`src/nlp_pkg.sv`:
```
package nlp_pkg;

   localparam int MAX_LEN = 16;
   localparam int ELEM_W  = 16;
   localparam int ADDR_W  = $clog2(MAX_LEN);
   localparam int CNT_W   = $clog2(MAX_LEN + 1);

   typedef struct packed {
      logic              wr_en;
      logic [ADDR_W-1:0] wr_addr;
      logic [ELEM_W-1:0] wr_data;
      logic              rd_en;
      logic [ADDR_W-1:0] rd_addr_a;
      logic [ADDR_W-1:0] rd_addr_b;
   } mem_req_type;

   typedef struct packed {
      logic [ELEM_W-1:0] rd_data_a;
      logic [ELEM_W-1:0] rd_data_b;
   } mem_rsp_type;

endpackage

```
`src/nlp_req_if.sv`:
```
interface nlp_req_if;
   logic                       valid;
   logic                       ready;
   logic [nlp_pkg::ELEM_W-1:0] element;
   logic                       is_last;

   modport source (output valid, output element, output is_last, input ready);
   modport sink   (input valid, input element, input is_last, output ready);
endinterface

```
`src/nlp_rsp_if.sv`:
```
interface nlp_rsp_if;
   logic                       valid;
   logic                       ready;
   logic [nlp_pkg::ELEM_W-1:0] out_element;
   logic                       out_last;
   logic                       has_next;
   logic                       overflow;

   modport source (output valid, output out_element, output out_last, output has_next,
                   output overflow, input ready);
   modport sink   (input valid, input out_element, input out_last, input has_next,
                   input overflow, output ready);
endinterface

```
`src/nlp_seq_mem.sv`:
```
module nlp_seq_mem (
   input  logic                 clock,
   input  nlp_pkg::mem_req_type mem_req,
   output nlp_pkg::mem_rsp_type mem_rsp
);

   logic [nlp_pkg::ELEM_W-1:0] mem [nlp_pkg::MAX_LEN];
   logic [nlp_pkg::ELEM_W-1:0] rd_a_ff;
   logic [nlp_pkg::ELEM_W-1:0] rd_b_ff;

   always_ff @(posedge clock) begin
      if (mem_req.wr_en) begin
         mem[mem_req.wr_addr] <= mem_req.wr_data;
      end
      if (mem_req.rd_en) begin
         rd_a_ff <= mem[mem_req.rd_addr_a];
         rd_b_ff <= mem[mem_req.rd_addr_b];
      end
   end

   assign mem_rsp.rd_data_a = rd_a_ff;
   assign mem_rsp.rd_data_b = rd_b_ff;

endmodule

```
`src/next_lexicographic_permutation_core.sv`:
```
// next lexicographic permutation of a sequence of 16-bit unsigned values
// req channel: one element per transfer, is_last marks the final one; the
// sequence is stored in a 16-entry buffer, extra elements are dropped and
// reported through overflow on every result of that sequence
// rsp channel: after the last element the block rearranges the buffer and
// returns the sequence one element per transfer, out_last on the final one,
// has_next cleared when no next permutation exists (sequence left as is)
// loading accepts one element per cycle; processing n elements then runs
// pivot steps, successor steps, swapped pairs and returned elements,
// all through one buffer port pair and one shared comparator
// req_ready is low from the last element until the final result transfer
// a stalled receiver holds the current result; nothing is lost or repeated
// reset (synchronous) empties the buffer count and clears all flags
module next_lexicographic_permutation_core (
   input logic       clock,
   input logic       reset,
   nlp_req_if.sink   req_chan,
   nlp_rsp_if.source rsp_chan
);

   typedef enum logic [9:0] {
      S_LOAD = 10'b0000000001,
      S_PRD  = 10'b0000000010,
      S_PCMP = 10'b0000000100,
      S_SRD  = 10'b0000001000,
      S_SCMP = 10'b0000010000,
      S_SW1  = 10'b0000100000,
      S_SW2  = 10'b0001000000,
      S_SWRD = 10'b0010000000,
      S_ORD  = 10'b0100000000,
      S_OUT  = 10'b1000000000
   } state_type;

   localparam logic [nlp_pkg::CNT_W-1:0] FULL = nlp_pkg::CNT_W'(nlp_pkg::MAX_LEN);

   state_type                     state_ff, state_in;
   logic [nlp_pkg::CNT_W-1:0]     count_ff, count_in;
   logic                          ovf_ff, ovf_in;
   logic                          more_ff, more_in;
   logic                          rev_ff, rev_in;
   logic [nlp_pkg::ADDR_W-1:0]    a_ff, a_in;
   logic [nlp_pkg::ADDR_W-1:0]    b_ff, b_in;

   nlp_pkg::mem_req_type          mem_req;
   nlp_pkg::mem_rsp_type          mem_rsp;

   logic                          req_xfer;
   logic                          rsp_xfer;
   logic                          room;
   logic [nlp_pkg::CNT_W-1:0]     n_new;
   logic [nlp_pkg::ADDR_W-1:0]    last_idx;
   logic                          less;

   nlp_seq_mem u_mem (
      .clock   (clock),
      .mem_req (mem_req),
      .mem_rsp (mem_rsp)
   );

   assign req_chan.ready = (state_ff == S_LOAD);
   assign req_xfer       = req_chan.valid && req_chan.ready;
   assign rsp_chan.valid = (state_ff == S_OUT);
   assign rsp_xfer       = rsp_chan.valid && rsp_chan.ready;

   assign room     = (count_ff < FULL);
   assign n_new    = room ? count_ff + 1'b1 : count_ff;
   assign last_idx = nlp_pkg::ADDR_W'(count_ff - 1'b1);
   assign less     = (mem_rsp.rd_data_a < mem_rsp.rd_data_b);

   assign rsp_chan.out_element = mem_rsp.rd_data_a;
   assign rsp_chan.out_last    = (a_ff == last_idx);
   assign rsp_chan.has_next    = more_ff;
   assign rsp_chan.overflow    = ovf_ff;

   always_comb begin
      state_in = state_ff;
      count_in = count_ff;
      ovf_in   = ovf_ff;
      more_in  = more_ff;
      rev_in   = rev_ff;
      a_in     = a_ff;
      b_in     = b_ff;

      mem_req           = '0;
      mem_req.rd_addr_a = a_ff;
      mem_req.rd_addr_b = b_ff;

      unique case (state_ff)
         S_LOAD: begin
            mem_req.wr_addr = nlp_pkg::ADDR_W'(count_ff);
            mem_req.wr_data = req_chan.element;
            if (req_xfer) begin
               mem_req.wr_en = room;
               count_in      = n_new;
               if (!room) begin
                  ovf_in = 1'b1;
               end
               if (req_chan.is_last) begin
                  if (n_new < nlp_pkg::CNT_W'(2)) begin
                     a_in     = '0;
                     state_in = S_ORD;
                  end else begin
                     b_in     = nlp_pkg::ADDR_W'(n_new - 1'b1);
                     a_in     = nlp_pkg::ADDR_W'(n_new - 2'd2);
                     state_in = S_PRD;
                  end
               end
            end
         end
         // pivot search from the right
         S_PRD: begin
            mem_req.rd_en = 1'b1;
            state_in      = S_PCMP;
         end
         S_PCMP: begin
            if (less) begin
               more_in  = 1'b1;
               b_in     = last_idx;
               state_in = S_SRD;
            end else if (a_ff == '0) begin
               state_in = S_ORD;
            end else begin
               a_in     = a_ff - 1'b1;
               b_in     = b_ff - 1'b1;
               state_in = S_PRD;
            end
         end
         // rightmost element larger than the pivot
         S_SRD: begin
            mem_req.rd_en = 1'b1;
            state_in      = S_SCMP;
         end
         S_SCMP: begin
            rev_in = 1'b0;
            if (less) begin
               state_in = S_SW1;
            end else begin
               b_in     = b_ff - 1'b1;
               state_in = S_SRD;
            end
         end
         S_SWRD: begin
            mem_req.rd_en = 1'b1;
            state_in      = S_SW1;
         end
         S_SW1: begin
            mem_req.wr_en   = 1'b1;
            mem_req.wr_addr = a_ff;
            mem_req.wr_data = mem_rsp.rd_data_b;
            state_in        = S_SW2;
         end
         S_SW2: begin
            mem_req.wr_en   = 1'b1;
            mem_req.wr_addr = b_ff;
            mem_req.wr_data = mem_rsp.rd_data_a;
            rev_in          = 1'b1;
            a_in            = a_ff + 1'b1;
            b_in            = rev_ff ? b_ff - 1'b1 : last_idx;
            if ((a_ff + 1'b1) < (rev_ff ? b_ff - 1'b1 : last_idx)) begin
               state_in = S_SWRD;
            end else begin
               a_in     = '0;
               state_in = S_ORD;
            end
         end
         // result readout
         S_ORD: begin
            mem_req.rd_en = 1'b1;
            state_in      = S_OUT;
         end
         S_OUT: begin
            if (rsp_xfer) begin
               if (a_ff == last_idx) begin
                  count_in = '0;
                  ovf_in   = 1'b0;
                  more_in  = 1'b0;
                  state_in = S_LOAD;
               end else begin
                  a_in     = a_ff + 1'b1;
                  state_in = S_ORD;
               end
            end
         end
         default: begin
            state_in = S_LOAD;
         end
      endcase
   end

   always_ff @(posedge clock) begin
      if (reset) begin
         state_ff <= S_LOAD;
         count_ff <= '0;
         ovf_ff   <= 1'b0;
         more_ff  <= 1'b0;
         rev_ff   <= 1'b0;
      end else begin
         state_ff <= state_in;
         count_ff <= count_in;
         ovf_ff   <= ovf_in;
         more_ff  <= more_in;
         rev_ff   <= rev_in;
      end
      a_ff <= a_in;
      b_ff <= b_in;
   end

endmodule
```
`src/flat_wrapper.sv`:
```
// flat-port wrapper written by rule: the top's interface ports become plain ports
module next_lexicographic_permutation_core_flat 
  (clock, reset, req_chan_valid, req_chan_element, req_chan_is_last, req_chan_ready, rsp_chan_valid, rsp_chan_out_element, rsp_chan_out_last, rsp_chan_has_next, rsp_chan_overflow, rsp_chan_ready);
  nlp_req_if req_chan_i ();
  nlp_rsp_if rsp_chan_i ();
  input logic clock;
  input logic reset;
  input wire logic [$bits(req_chan_i.valid)-1:0] req_chan_valid;
  input wire logic [$bits(req_chan_i.element)-1:0] req_chan_element;
  input wire logic [$bits(req_chan_i.is_last)-1:0] req_chan_is_last;
  output wire logic [$bits(req_chan_i.ready)-1:0] req_chan_ready;
  output wire logic [$bits(rsp_chan_i.valid)-1:0] rsp_chan_valid;
  output wire logic [$bits(rsp_chan_i.out_element)-1:0] rsp_chan_out_element;
  output wire logic [$bits(rsp_chan_i.out_last)-1:0] rsp_chan_out_last;
  output wire logic [$bits(rsp_chan_i.has_next)-1:0] rsp_chan_has_next;
  output wire logic [$bits(rsp_chan_i.overflow)-1:0] rsp_chan_overflow;
  input wire logic [$bits(rsp_chan_i.ready)-1:0] rsp_chan_ready;
  assign req_chan_i.valid = req_chan_valid;
  assign req_chan_i.element = req_chan_element;
  assign req_chan_i.is_last = req_chan_is_last;
  assign req_chan_ready = req_chan_i.ready;
  assign rsp_chan_valid = rsp_chan_i.valid;
  assign rsp_chan_out_element = rsp_chan_i.out_element;
  assign rsp_chan_out_last = rsp_chan_i.out_last;
  assign rsp_chan_has_next = rsp_chan_i.has_next;
  assign rsp_chan_overflow = rsp_chan_i.overflow;
  assign rsp_chan_i.ready = rsp_chan_ready;
  next_lexicographic_permutation_core u_core (.clock(clock), .reset(reset), .req_chan(req_chan_i), .rsp_chan(rsp_chan_i));
endmodule
```
`config.mk`:
```
export PLATFORM = sky130hd
export DESIGN_NAME = next_lexicographic_permutation_core_flat
export DESIGN_NICKNAME = d
export VERILOG_FILES = /design/src/nlp_pkg.sv /design/src/nlp_req_if.sv /design/src/nlp_rsp_if.sv /design/src/nlp_seq_mem.sv /design/src/next_lexicographic_permutation_core.sv /design/src/flat_wrapper.sv
export SDC_FILE = /design/constraint.sdc
export NUM_CORES = 1
export LEC_CHECK = 0
export ABC_CLOCK_PERIOD_IN_PS = 12800
export BUFFER_PORTS_ARGS = -buffer_cell sky130_fd_sc_hd__buf_4
export CORE_MARGIN = 3
export CORE_UTILIZATION = 40
export DETAILED_ROUTE_END_ITERATION = 10
export PLACE_DENSITY = 0.59
export SETUP_SLACK_MARGIN = 0.3
export SYNTH_ARGS = -nofsm -noshare
export SYNTH_HDL_FRONTEND = slang
export SYNTH_SLANG_ARGS = --single-unit
```
`constraint.sdc`:
```
create_clock -name clock -period 12.8 [get_ports clock]
set_clock_uncertainty 0.1 [all_clocks]
set_input_delay 0.64 -clock clock [delete_from_list [all_inputs] [get_ports clock]]
set_output_delay 0.64 -clock clock [all_outputs]
set_load 0.01 [all_outputs]
```
Yosys cells after proc, flatten, opt, wreduce, memory -nomap -nowiden
Memory sizes are Yosys's and may differ from the RTL's. A register that Yosys moved wholly into a read port is not among the register bits. Index checks and enable logic that the tools add are counted.

Add/sub/neg operators: 7. Multipliers: 0. Div/mod/pow operators: 0. Magnitude comparators: 4. Eq/ne operators: 23. Shift operators: 0. Mux-type cells: 45. Bitwise logic cells: 0. Reduce and logical (&&, ||, !) cells: 15.

Operator list (number): $pmux 10 s10 (1); $pmux 21 s3 (1); $mux 4 (15); $mux 10 (4); $mux 9 (4); $pmux 4 s4 (2); $mux 5 (4); $ne 2x2->1 const B (10); $lt 16x16->1 (1); $sub 4x1->4 const B (4); $eq 10x1->1 const B (1); $eq 10x10->1 const B (1); $eq 10x2->1 const B (1); $eq 10x3->1 const B (1); $eq 10x4->1 const B (1); $eq 10x5->1 const B (1); $eq 10x6->1 const B (1); $eq 10x7->1 const B (1); $eq 10x8->1 const B (1); $eq 10x9->1 const B (1); $pmux 5 s2 (1); $mux 1 (9); $reduce_and 4->1 (2); $reduce_bool 4->1 (2); 19 further kinds (24).

Register bits after elaboration: 26. Bits in latches: 0. Memory bits (writable): 256. ROM bits: 0. Bits of input ports: 21. Output and inout port bits: 21. Memories kept: 1.

Memories: u_core.u_mem.mem (words 16, bits a word 16, rd ports 2, clocked after memory_dff 2, write ports 1, RTL line nlp_seq_mem.sv:7) `logic [nlp_pkg::ELEM_W-1:0] mem [nlp_pkg::MAX_LEN];`.

Logic depth before layout (Yosys ltp)
Gate-level depths: netlist of run 1.

Depth in word-level cells: 7. Mapped depth: 13. Gate-level depth less buffers: 10.

By module
Synthesis of run 1 repeated with hierarchy kept, for this count alone.

Cells, all modules: 942. Area total of the unflattened synthesis: 15503.6 um^2.

Modules (own cells, without submodules): nlp_seq_mem (instances 1, cells an instance 585, area an instance 12680.9 um^2, sequential area each 8648.3 um^2); next_lexicographic_permutation_core (instances 1, cells an instance 357, area an instance 2822.7 um^2, sequential area each 600.6 um^2).

Worst setup path after synthesis of run 1
OpenSTA, ideal clock, no wires.

Path kind: register -> register. From: register u_core.state_ff[2]. To: register u_core.state_ff[8]. Setup time: 0.094 ns. Arrival time: 3.950 ns. Required time: 12.606 ns. Setup slack: 8.656 ns. Cell stages (with the launch flop): 7. Cells stage by stage: dfxtp_1 > buf_2 > nor4_4 > nand3_1 > o311ai_1 > nor4_1 > a211oi_1.

Cells in the longest elaborated chain, start to end: 4.

Ends and longest elaborated chain: start, declared (RTL line next_lexicographic_permutation_core.sv:36) `state_type state_ff, state_in;`; start signal, assigned (RTL line next_lexicographic_permutation_core.sv:198) `state_ff <= state_in;`; $eq 10x10->1 / $eq 10x1->1 (equally long branches) (RTL line next_lexicographic_permutation_core.sv:62, next_lexicographic_permutation_core.sv:88, next_lexicographic_permutation_core.sv:60); $logic_and 1x1->1 (on tied branches) (RTL line next_lexicographic_permutation_core.sv:63, next_lexicographic_permutation_core.sv:61); $ne 2x2->1 (no source line); $reduce_and 3->1 (no source line).

Parallel ways exist; a longest one is shown, timed or not. A chain may end at the register's enable or synchronous reset.

Worst setup path in the final report of run 1
From: register u_core.b_ff[0] (netlist name). To: register u_core.a_ff[3] (netlist name), data pin.

Cells in the longest elaborated chain, start to end: 5.

Ends and longest elaborated chain: start, declared (RTL line next_lexicographic_permutation_core.sv:42) `logic [nlp_pkg::ADDR_W-1:0] b_ff, b_in;`; start signal, assigned (RTL line next_lexicographic_permutation_core.sv:205) `b_ff <= b_in;`; $sub 4x1->4 (RTL line next_lexicographic_permutation_core.sv:159) `if ((a_ff + 1'b1) < (rev_ff ? b_ff - 1'b1 : last_idx)) begin`; $mux 4 (RTL line next_lexicographic_permutation_core.sv:159); $lt 4x4->1 (RTL line next_lexicographic_permutation_core.sv:159); $mux 4 (RTL line next_lexicographic_permutation_core.sv:159); $pmux 4 s4 (RTL line next_lexicographic_permutation_core.sv:88) `unique case (state_ff)`; net u_core.a_in (one bit) (RTL line next_lexicographic_permutation_core.sv:41) `logic [nlp_pkg::ADDR_W-1:0] a_ff, a_in;`; end signal, assigned (RTL line next_lexicographic_permutation_core.sv:204) `a_ff <= a_in;`; end, declared (RTL line next_lexicographic_permutation_core.sv:41).

The timed path passes the listed nets, and every way through them passes these cells.

==> reports/results.txt, run 1 <==
Overall power consumption after layout is estimated at 0.00346 W. The cell area that synthesis handed to floorplanning was 15,500 µm². Once the clock tree was built, the setup fixing pass inserted 0 buffers. The total overflow reported by the global router is 0, and the portion of netlist area occupied by mux cells is 22.5%. Along the worst hold path, the cell count comes to 2. Destination of the worst hold path: u_core.rev_ff. Counting I/O delays and the setup requirement, the final critical path takes 4020 ps. Summing the areas of all xor and xnor instances in the mapped netlist gives 1.42% of the synthesized area. The floorplan step defined a die boundary enclosing 41,200 µm². For the worst-skew pair, the clock arrives at the later sink with an insertion delay of 520 ps. The overall die width came out at 203 µm. The tools report the net switching power as 0.00106 W. TritonCTS built the clock tree. Number of hold violations in the final report: 0. Cell accounting for the most synthesized area: sky130_fd_sc_hd__edfxtp_1. The internal portion of the total power is 0.00240 W. Post-detailed-routing wire length: 41,500 µm.

For this run, the slowest stage of the critical path takes 720 ps. Combinational family with the most area after synthesis: multiplexers. In the final design database the tool counted 1,001 nets.

For the combinational fraction of design power, the log shows 31.4%. For this run, asynchronously set or reset flops after synthesis account for 0%. Setup violations remaining at the end of the flow were counted as 0. Synthesis-to-finish area growth: 12.9%.

The share of the Yosys chip area taken by registers is 59.6%. Traced cell by cell, the critical path runs through buf_4 -> buf_4 -> inv_1 -> ha_1 -> xnor2_1 -> mux2_2 -> ha_1 -> o211ai_1 -> o211ai_2 -> nand2_1 -> a22oi_1 -> a21oi_1. In this run the most critical hold path is launched from reset.

The critical path endpoint category is a flop. The number of different library cells used by synthesis comes to 67. For this run, the leading register cell type out of synthesis is sky130_fd_sc_hd__edfxtp_1. The root buffer cell was sky130_fd_sc_hd__clkbuf_16. Count of warnings emitted by yosys: 0. Synthesized netlist net count: 968. Part of the power in registers: 39.5%.

Endpoint of the most critical register-to-register path: u_core.a_ff[3]. Number of max-slew violations in the final report: 0. IR analysis of the VDD net gives a maximum drop of 0.0847 mV. The register bit count reported by yosys is 314, and the clock net sink count is 314.

Counting flops with a built-in enable in the synthesized netlist gives 296. By count the netlist is led by sky130_fd_sc_hd__edfxtp_1 (296), sky130_fd_sc_hd__mux4_2 (144), sky130_fd_sc_hd__nand2_1 (43), sky130_fd_sc_hd__inv_1 (42), sky130_fd_sc_hd__nor2_1 (29). The count of input and output buffers is 41, and the total global routing track utilization is 20.3%. The net switching share of the total power is 30.6%, and the number of gates resized after CTS is 0. Global routing used 3.50% of the available met3 tracks. Summed over all cells, the static leakage comes to 5.85 nW. The number of buffers inserted during clock tree synthesis is 37, and the reported max-cap violation count is 0. After detailed routing, the average wire length per cell comes to 27.8 µm. The worst path uses 31.4% of the clock period.

Data arrives at the worst endpoint at 4160 ps. The tools report the total inserted antenna cells as 0. The total area inside the core boundary comes to 37,900 µm². The clock-pin transition on the worst setup and hold timing paths is 50 ps.

Critical path class: flop to flop. The slew at the pin closest to its max-slew limit was 1260 ps. The flow ran to the end, and the final reports show no timing, DRC or antenna violations.

Summing all non-filler instances in the final layout gives an area of 17,500 µm². The number of cells on the worst reg-to-reg path is 12. Routability-driven placement finished with a final weighted congestion of 0.823.

Adding up every negative setup slack in the final design gives 0 ps. The count of mapped cells out of synthesis was 921; the largest fanout on the critical path was 37. The deepest level of the CTS H-tree came out at 2. The placed instances occupy a cell area of 16,400 µm². The final routed DRC violation total was 0; the global-route track usage on met2 was 33.3%. The share of the synthesized area in the top cell type came out at 57.2%. The initial cell density of the core is 40.9%, and the share of the synthesized area in compound gates (AO/OA/AOI/OAI) is 5.21%. The share of layout cells above drive strength 1 is 30.2%, and the average cell area after synthesis is 16.9 µm². Among all cell types in the netlist, the one instantiated most often is sky130_fd_sc_hd__edfxtp_1.

The layer flagged by global routing as most heavily used is met2. By area the synthesized netlist is led by sky130_fd_sc_hd__edfxtp_1 (57%), sky130_fd_sc_hd__mux4_2 (21%), sky130_fd_sc_hd__dfxtp_1 (2.3%), sky130_fd_sc_hd__ha_1 (2.1%), sky130_fd_sc_hd__mux2i_1 (1.4%). The slowest stage of the critical path is the sky130_fd_sc_hd__buf_4 cell. For the fraction of power consumed by the clock network, the log shows 29.2%. Setup slack on the worst reg-to-reg path comes out at 8780 ps. For the total vias in the final route, the log shows 9,065.

The floorplan step set the die height to 203 µm. The tools report the worst flop-to-flop path startpoint as u_core.b_ff[0]. The run gives 61,600 µm as the first-pass GRT wire length. The length of the first detailed-routing pass in iterations came out at 5. The run gives 9,220 as the via count of the first global-routing pass. Power spread over the standard cell area amounts to 197 nW/µm².

For this run, the top clock speed supported by timing is 249 MHz. Post-detailed-route via-to-cell ratio: 6.08. In this run, the number of DRC markers left after iteration 0 of detailed routing was 964. The relative max-transition margin came out at 15.7%.

Setup repair after global routing left no endpoint under its margin. The count of nets left with antenna violations once routing finished came out at 0. Entering global routing, the biggest net connects 82 pins.

The initial antenna violation count is 0, and the row count is 71. The worst setup path is launched from a flop. After Yosys synthesis, full adders, half adders and majority gates account for 2.10% of the synthesized area. In this run the deepest clock path goes through 3 buffers. The met1 global-route usage is 28.7%. On the final layout, the worst hold slack is 326 ps. Data on the critical path is required at its endpoint by 12,940 ps.

For this design, the CTS-stage hold fixing added 0 buffers. The simple-gate share of the synthesized area is 5.62%. The HPWL after detailed placement is 25,000 µm. Worst hold-check path type: input pin to flop. Number of placed I/O pins: 42.
## placed cells by master, fill, tap and decap left out, types with 12 or more instances in the layout
master	instances
sky130_fd_sc_hd__a222oi_1	16
sky130_fd_sc_hd__dfxtp_1	18
sky130_fd_sc_hd__nor2_1	19
sky130_fd_sc_hd__mux2i_1	22
sky130_fd_sc_hd__edfxtp_1	296
sky130_fd_sc_hd__nor3_1	15
sky130_fd_sc_hd__mux4_2	144
sky130_fd_sc_hd__clkbuf_16	38
sky130_fd_sc_hd__o21ai_0	18
sky130_fd_sc_hd__buf_4	68
sky130_fd_sc_hd__inv_1	42
sky130_fd_sc_hd__clkbuf_1	12
sky130_fd_sc_hd__nand2_1	43
sky130_fd_sc_hd__nor2b_1	15
sky130_fd_sc_hd__ha_1	26
sky130_fd_sc_hd__a21oi_1	25
## layout make-up
| class | count | area [µm²] |
|---|---|---|
| clock buffer | 50 | 996 |
| inverter | 42 | 158 |
| sequential | 314 | 9250 |
| timing repair buffer | 69 | 531 |
| fill | 3254 | 20400 |
| clock inverter | 14 | 149 |
| multi-input combinational | 490 | 5800 |
| tap | 511 | 639 |
## per-layer routing
metal	routed length (µm)	vias up	share of wire [%]
met5	0	-	0
met4	699	0	1.7
met3	2420	53	5.8
met2	20300	294	49
met1	18100	4858	44
li1	-	3860	-
## kinds of logic (layout without fill, tap and decap cells)
logic type / Yosys count / in the layout
flip-flops: 314 / 314
multiplexers: 169 / 169
AND/OR/NAND/NOR: 160 / 160
buffers and inverters: 117 / 175
AO/OA/AOI/OAI: 113 / 113
adder cells (fa/ha/maj): 26 / 26
XOR/XNOR: 22 / 22
## sequential cells by signal, summed over array words and instances, names as in the netlist
name	flops
u_core.u_mem.mem	256
u_core.rsp_chan.has_next	1
u_core.u_mem.rd_a_ff	16
u_core.u_mem.rd_b_ff	16
u_core.b_ff	4
u_core.rsp_chan.overflow	1
u_core.state_ff	10
u_core.a_ff	4
u_core.rev_ff	1
u_core.count_ff	5
## power by group through the flow
stage / clock (W) / combinational, W / sequential (W)
after floorplan: 0 / 0.000809 / 0.00136
after global placement: 0 / 0.00108 / 0.00138
after detailed placement: 0 / 0.00109 / 0.00139
after CTS: 0.00103 / 0.00109 / 0.00137
after global routing: 0.00107 / 0.00117 / 0.00137
final: 0.00101 / 0.00109 / 0.00137
## worst max path at each step
stage	from	to	slack, ps	depth (start not counted)
final	u_core.b_ff[0]	u_core.a_ff[3]	8780	12
after global routing	u_core.b_ff[0]	u_core.a_ff[3]	8460	12
after CTS	u_core.b_ff[0]	u_core.a_ff[2]	8790	12
after detailed placement	u_core.b_ff[0]	u_core.a_ff[2]	8810	12
after global placement	u_core.b_ff[0]	u_core.a_ff[3]	8890	12
after floorplan	u_core.state_ff[2]	u_core.state_ff[8]	8660	6
## stage by stage
stage | utilization, % | cells | worst slack (ps)
4_1_cts | 46.2 | 1490 | 8790
2_1_floorplan | - | 921 | 8660
3_3_place_gp | 43.2 | 1426 | 8890
6_report | 46.2 | 1490 | 8780
3_5_place_dp | 43.2 | 1426 | 8810
5_1_grt | 46.2 | 1490 | 8460
## critical path, delay by kind of cell (launching register included)
family	cells	cell delay [ps]
compound gates	4	680
xor+xnor	1	130
fa+ha+maj	2	530
buf+inv	3	1440
flops	1	360
mux	1	290
simple gates	1	120
Power figures use the tool's default switching activity.
==> run 2: changes to the inputs <==
- ABC_AREA: not set -> 1
- ABC_CLOCK_PERIOD_IN_PS: 12800 -> 3340
- PLACE_DENSITY: 0.59 -> 0.61
- clock period: 12.8 -> 3.34 ns (I/O delays scaled with it)
==> reports/results.txt, run 2 <==
The deepest level of the CTS H-tree was 2 (unchanged). The worst register-to-register path ends at u_core.u_mem.mem[5][8]. The share of the synthesized area in the top cell type was 54.3% (-2.9 points); the clock-pin transition on the worst setup and hold timing paths was 60 ps (about the same). The combinational fraction of design power was 46.9% (+15 points).

The via count of the first global-routing pass was 13,000 (+41%); the net count of the finished layout was 1,803 (+80%). The tools report the core outline area as 40,100 µm² (+5.7%). Traced cell by cell, the critical path runs through nor2_4 -> inv_4 -> nor2_4 -> nand2_2 -> o211ai_1. For the number of buffers inserted by hold repair at cts, the log shows 2 (+2). Initial antenna violation count: 1 (+1).

The length of the first detailed-routing pass in iterations was 5 (unchanged). The relative max-transition margin was 10.7% (-5.0 points); the critical path required time was 3390 ps (-9550 ps). The data arrival time of the worst path is 2940 ps (-1220 ps), and the largest fanout on the critical path is 21 (-43%).

The initial cell density of the core was 40.8% (-0.11 points); the global-route track usage on met2 was 37.7% (+4.4 points). For the post-detailed-routing wire length, the log shows 53,400 µm (+29%). The critical path is of the flop to flop type. The number of failing setup endpoints in the final timing report came out at 0 (unchanged).

In this run the worst setup path begins at u_core.state_ff[9]. The post-CTS setup-driven buffer insertion count was 0 (unchanged); the global routing usage on met3 was 4.54% (+1.0 points). The synthesis-to-finish area growth is 12.7%, and the netlist area before placement is 16,400 µm² (+5.4%).

The run gives 0 (unchanged) as the count of warnings emitted by yosys. STA classifies the critical path endpoint as a flop. The tools report the clock insertion delay at the later pin of the skew report as 550 ps (+30 ps).

The leading cell type in the layout, fill and taps excluded was sky130_fd_sc_hd__edfxtp_1. The average detailed-routed wire length per instance works out to 23.1 µm (-17%). The number of enable-type register cells in the synthesized netlist is 296 (unchanged).

Count of placed standard cells including taps: 2,241 (+57%). The leading register cell type out of synthesis was sky130_fd_sc_hd__edfxtp_1. STA classifies the critical path startpoint as a flop.

The worst voltage drop across the vdd grid is 0.607 mV (+620%). Most instantiated library cell after synthesis: sky130_fd_sc_hd__edfxtp_1. The full die area is 43,400 µm² (+5.3%), and the total overflow reported by the global router is 0 (unchanged). The share of layout cells above drive strength 1 came out at 12.8% (-17 points). The final routed DRC violation total was 0 (unchanged); the worst-case clock buffer depth was 3 (unchanged). The first-pass GRT wire length was 79,300 µm (+29%); the register-to-register setup slack was 450 ps (-8340 ps). The core utilization of the finished layout is 46.0% (-0.18 points). The total power divided by cell area came out at 974 nW/µm² (+390%). The total vias in the final route was 13,600 (+50%); the internal power was 0.0100 W (+320%). The logs give 2,308 (+55%) for the number of standard cells in the layout, taps in and fillers out and 0 (unchanged) for the number of hold violations in the final report. On the critical path, the stage with the largest delay is an instance of sky130_fd_sc_hd__o211ai_1. The async set or reset register ratio after synthesis came out at 0% (unchanged).

The static leakage is 6.91 nW (+18%). Most utilized layer in the global route result: met2. Net switching share of the total power: 44.4% (+14 points). The run gives 31.9% (+3.2 points) as the met1 global-route usage.

The slew at the pin closest to its max-slew limit works out to 1330 ps (+70.8 ps). The most numerous cell type found on the critical path is sky130_fd_sc_hd__nor2_4. The worst flop-to-flop path startpoint was u_core.state_ff[9].

The final clock period utilization by the worst path came out at 86.7% (+55 points). Total half-perimeter wirelength after legalization and detailed placement: 31,800 µm (+27%). The row count was 73 (+2.8%). Setup repair after global routing left no endpoint under its margin.

The worst hold path begins at req_chan_valid. The register bit count reported by yosys came out at 314 (unchanged). The capturing element of the worst setup path is u_core.u_mem.mem[5][8]. Floorplan die height: 208 µm (+2.6%). In the layout the commonest cells are sky130_fd_sc_hd__edfxtp_1 (296), sky130_fd_sc_hd__a21oi_1 (261), sky130_fd_sc_hd__o21ai_0 (250). The tools report the number of nets with antenna violations after routing as 0 (unchanged). The average cell area after synthesis is 9.45 µm² (-44%).

Ranked by flip-flop count, first place goes to u_core.u_mem.mem. Number of flip-flops in the largest register: 256 (unchanged). For the total global routing track utilization, the log shows 23.8% (+3.5 points). The part of the power in registers came out at 31.8% (-7.7 points). The tools report the count of mapped cells out of synthesis as 1,733 (+88%). The logs give 1,780 (+84%) for the synthesized netlist net count and 0.906 (+10%) for the routability congestion estimate. The count of input and output buffers is 41 (unchanged).

Worst hold-check path type: input pin to flop. The flow ran to the end, and the final reports show no timing, DRC or antenna violations. The total inserted antenna cells was 0 (unchanged). The run gives 0 (unchanged) as the number of gates resized after CTS. In this run the clock root is driven by a sky130_fd_sc_hd__clkbuf_16.

Cell accounting for the most synthesized area: sky130_fd_sc_hd__edfxtp_1. The maximum number of pins on one net before global-route repair is 103 (+26%), and the reported max-cap violation count is 0 (unchanged). The worst reg-to-reg path cell count is 5 (-7), and the highest achievable clock rate is 345 MHz (+39%). The fraction of power consumed by the clock network was 21.3% (-7.9 points).

Stage delay of the slowest cell on the critical path: 1170 ps (+450 ps). The logs give 36 (-2.7%) for the number of buffers inserted during clock tree synthesis and 314 (unchanged) for the clock net sink count. The run gives 49 (-27%) as the count of different cell masters after synthesis.

In the synthesized netlist, the cells that appear most often are sky130_fd_sc_hd__edfxtp_1 (296), sky130_fd_sc_hd__a21oi_1 (261), sky130_fd_sc_hd__o21ai_0 (250), sky130_fd_sc_hd__inv_1 (177), sky130_fd_sc_hd__nand2_1 (164). The net switching power was 0.00798 W (+650%). For the number of placed I/O pins, the log shows 42 (unchanged). The final period demand of the worst path is 2890 ps (-1120 ps). By area the synthesized netlist is led by sky130_fd_sc_hd__edfxtp_1 (54%), sky130_fd_sc_hd__a21oi_1 (8.0%), sky130_fd_sc_hd__o21ai_0 (7.6%), sky130_fd_sc_hd__inv_1 (4.1%), sky130_fd_sc_hd__nand3_1 (3.9%).

Sum of negative setup slack: 0 ps (unchanged). The number of max-slew violations in the final report came out at 0 (unchanged). The first-iteration detailed-routing DRC count is 1,812 (+88%), and the sequential-to-total area share from yosys stat is 56.5% (-3.1 points).

The post-detailed-route via-to-cell ratio is 5.89 (-3.1%), and the overall die width is 208 µm (+2.6%). TritonCTS built the clock tree. In the final layout, the registers with the most flip-flops are u_core.u_mem.mem: 256 flops, u_core.u_mem.rd_a_ff: 16 flops, u_core.u_mem.rd_b_ff: 16 flops.
run 2: metrics by stage:
| step | instance area (µm²) | worst slack (ps) | hold slack [ps] | total power (W) |
|---|---|---|---|---|
| after floorplan | 16400 | 733 | 145 | 0.0111 |
| after global placement | 17300 | 573 | 343 | 0.0139 |
| after detailed placement | 17300 | 453 | 348 | 0.0141 |
| after CTS | 18500 | 458 | 15.5 | 0.0179 |
| after global routing | 18500 | 323 | 69.3 | 0.0190 |
| final | 18500 | 445 | 32.0 | 0.0180 |
run 2: power by group through the flow:
| stage | Sequential [W] | Clock [W] | Combinational [W] |
|---|---|---|---|
| after floorplan | 0.00565 | 0 | 0.00545 |
| after detailed placement | 0.00579 | 0 | 0.00826 |
| after global placement | 0.00578 | 0 | 0.00813 |
| after global routing | 0.00576 | 0.00403 | 0.00917 |
| after CTS | 0.00571 | 0.00388 | 0.00830 |
| final | 0.00572 | 0.00383 | 0.00842 |
run 2: how the worst min path moves through the flow:
stage / to / cells after the start
final: u_core.rsp_chan.overflow / 5
after detailed placement: u_core.rsp_chan.has_next / 2
after floorplan: u_core.state_ff[2] / 1
after global routing: u_core.state_ff[6] / 5
after CTS: u_core.rsp_chan.overflow / 5
after global placement: u_core.rsp_chan.has_next / 2
run 2: cell type report:
type	count	area, µm²
Fill cell	3668	21600
Sequential cell	314	9250
Multi-Input combinational cell	1096	5820
Clock buffer	48	967
Timing Repair Buffer	111	851
Inverter	197	754
Tap cell	525	657
Clock inverter	17	159
run 2: kinds of logic after synthesis:
logic type,count (synthesis),share of synthesized area (%)
compound gates,604,19.7
flops,314,56.5
xor+xnor,10,0.581
fa+ha+maj,26,1.99
buf+inv,323,8.21
simple gates,456,13.0
run 2: per-layer routing:
layer	wire length [µm]	vias to the layer above	part of all wire [%]
met5	13	-	0.024
met1	21400	6476	40
met2	24300	773	45
met3	5220	150	9.8
met4	2500	2	4.7
li1	-	6199	-
run 2: critical path: cells and delay by family, from the launching register on:
| kind | cells | cell delay (ps) |
|---|---|---|
| buf+inv | 1 | 100 |
| compound gates | 1 | 1170 |
| simple gates | 3 | 760 |
| flops | 1 | 340 |
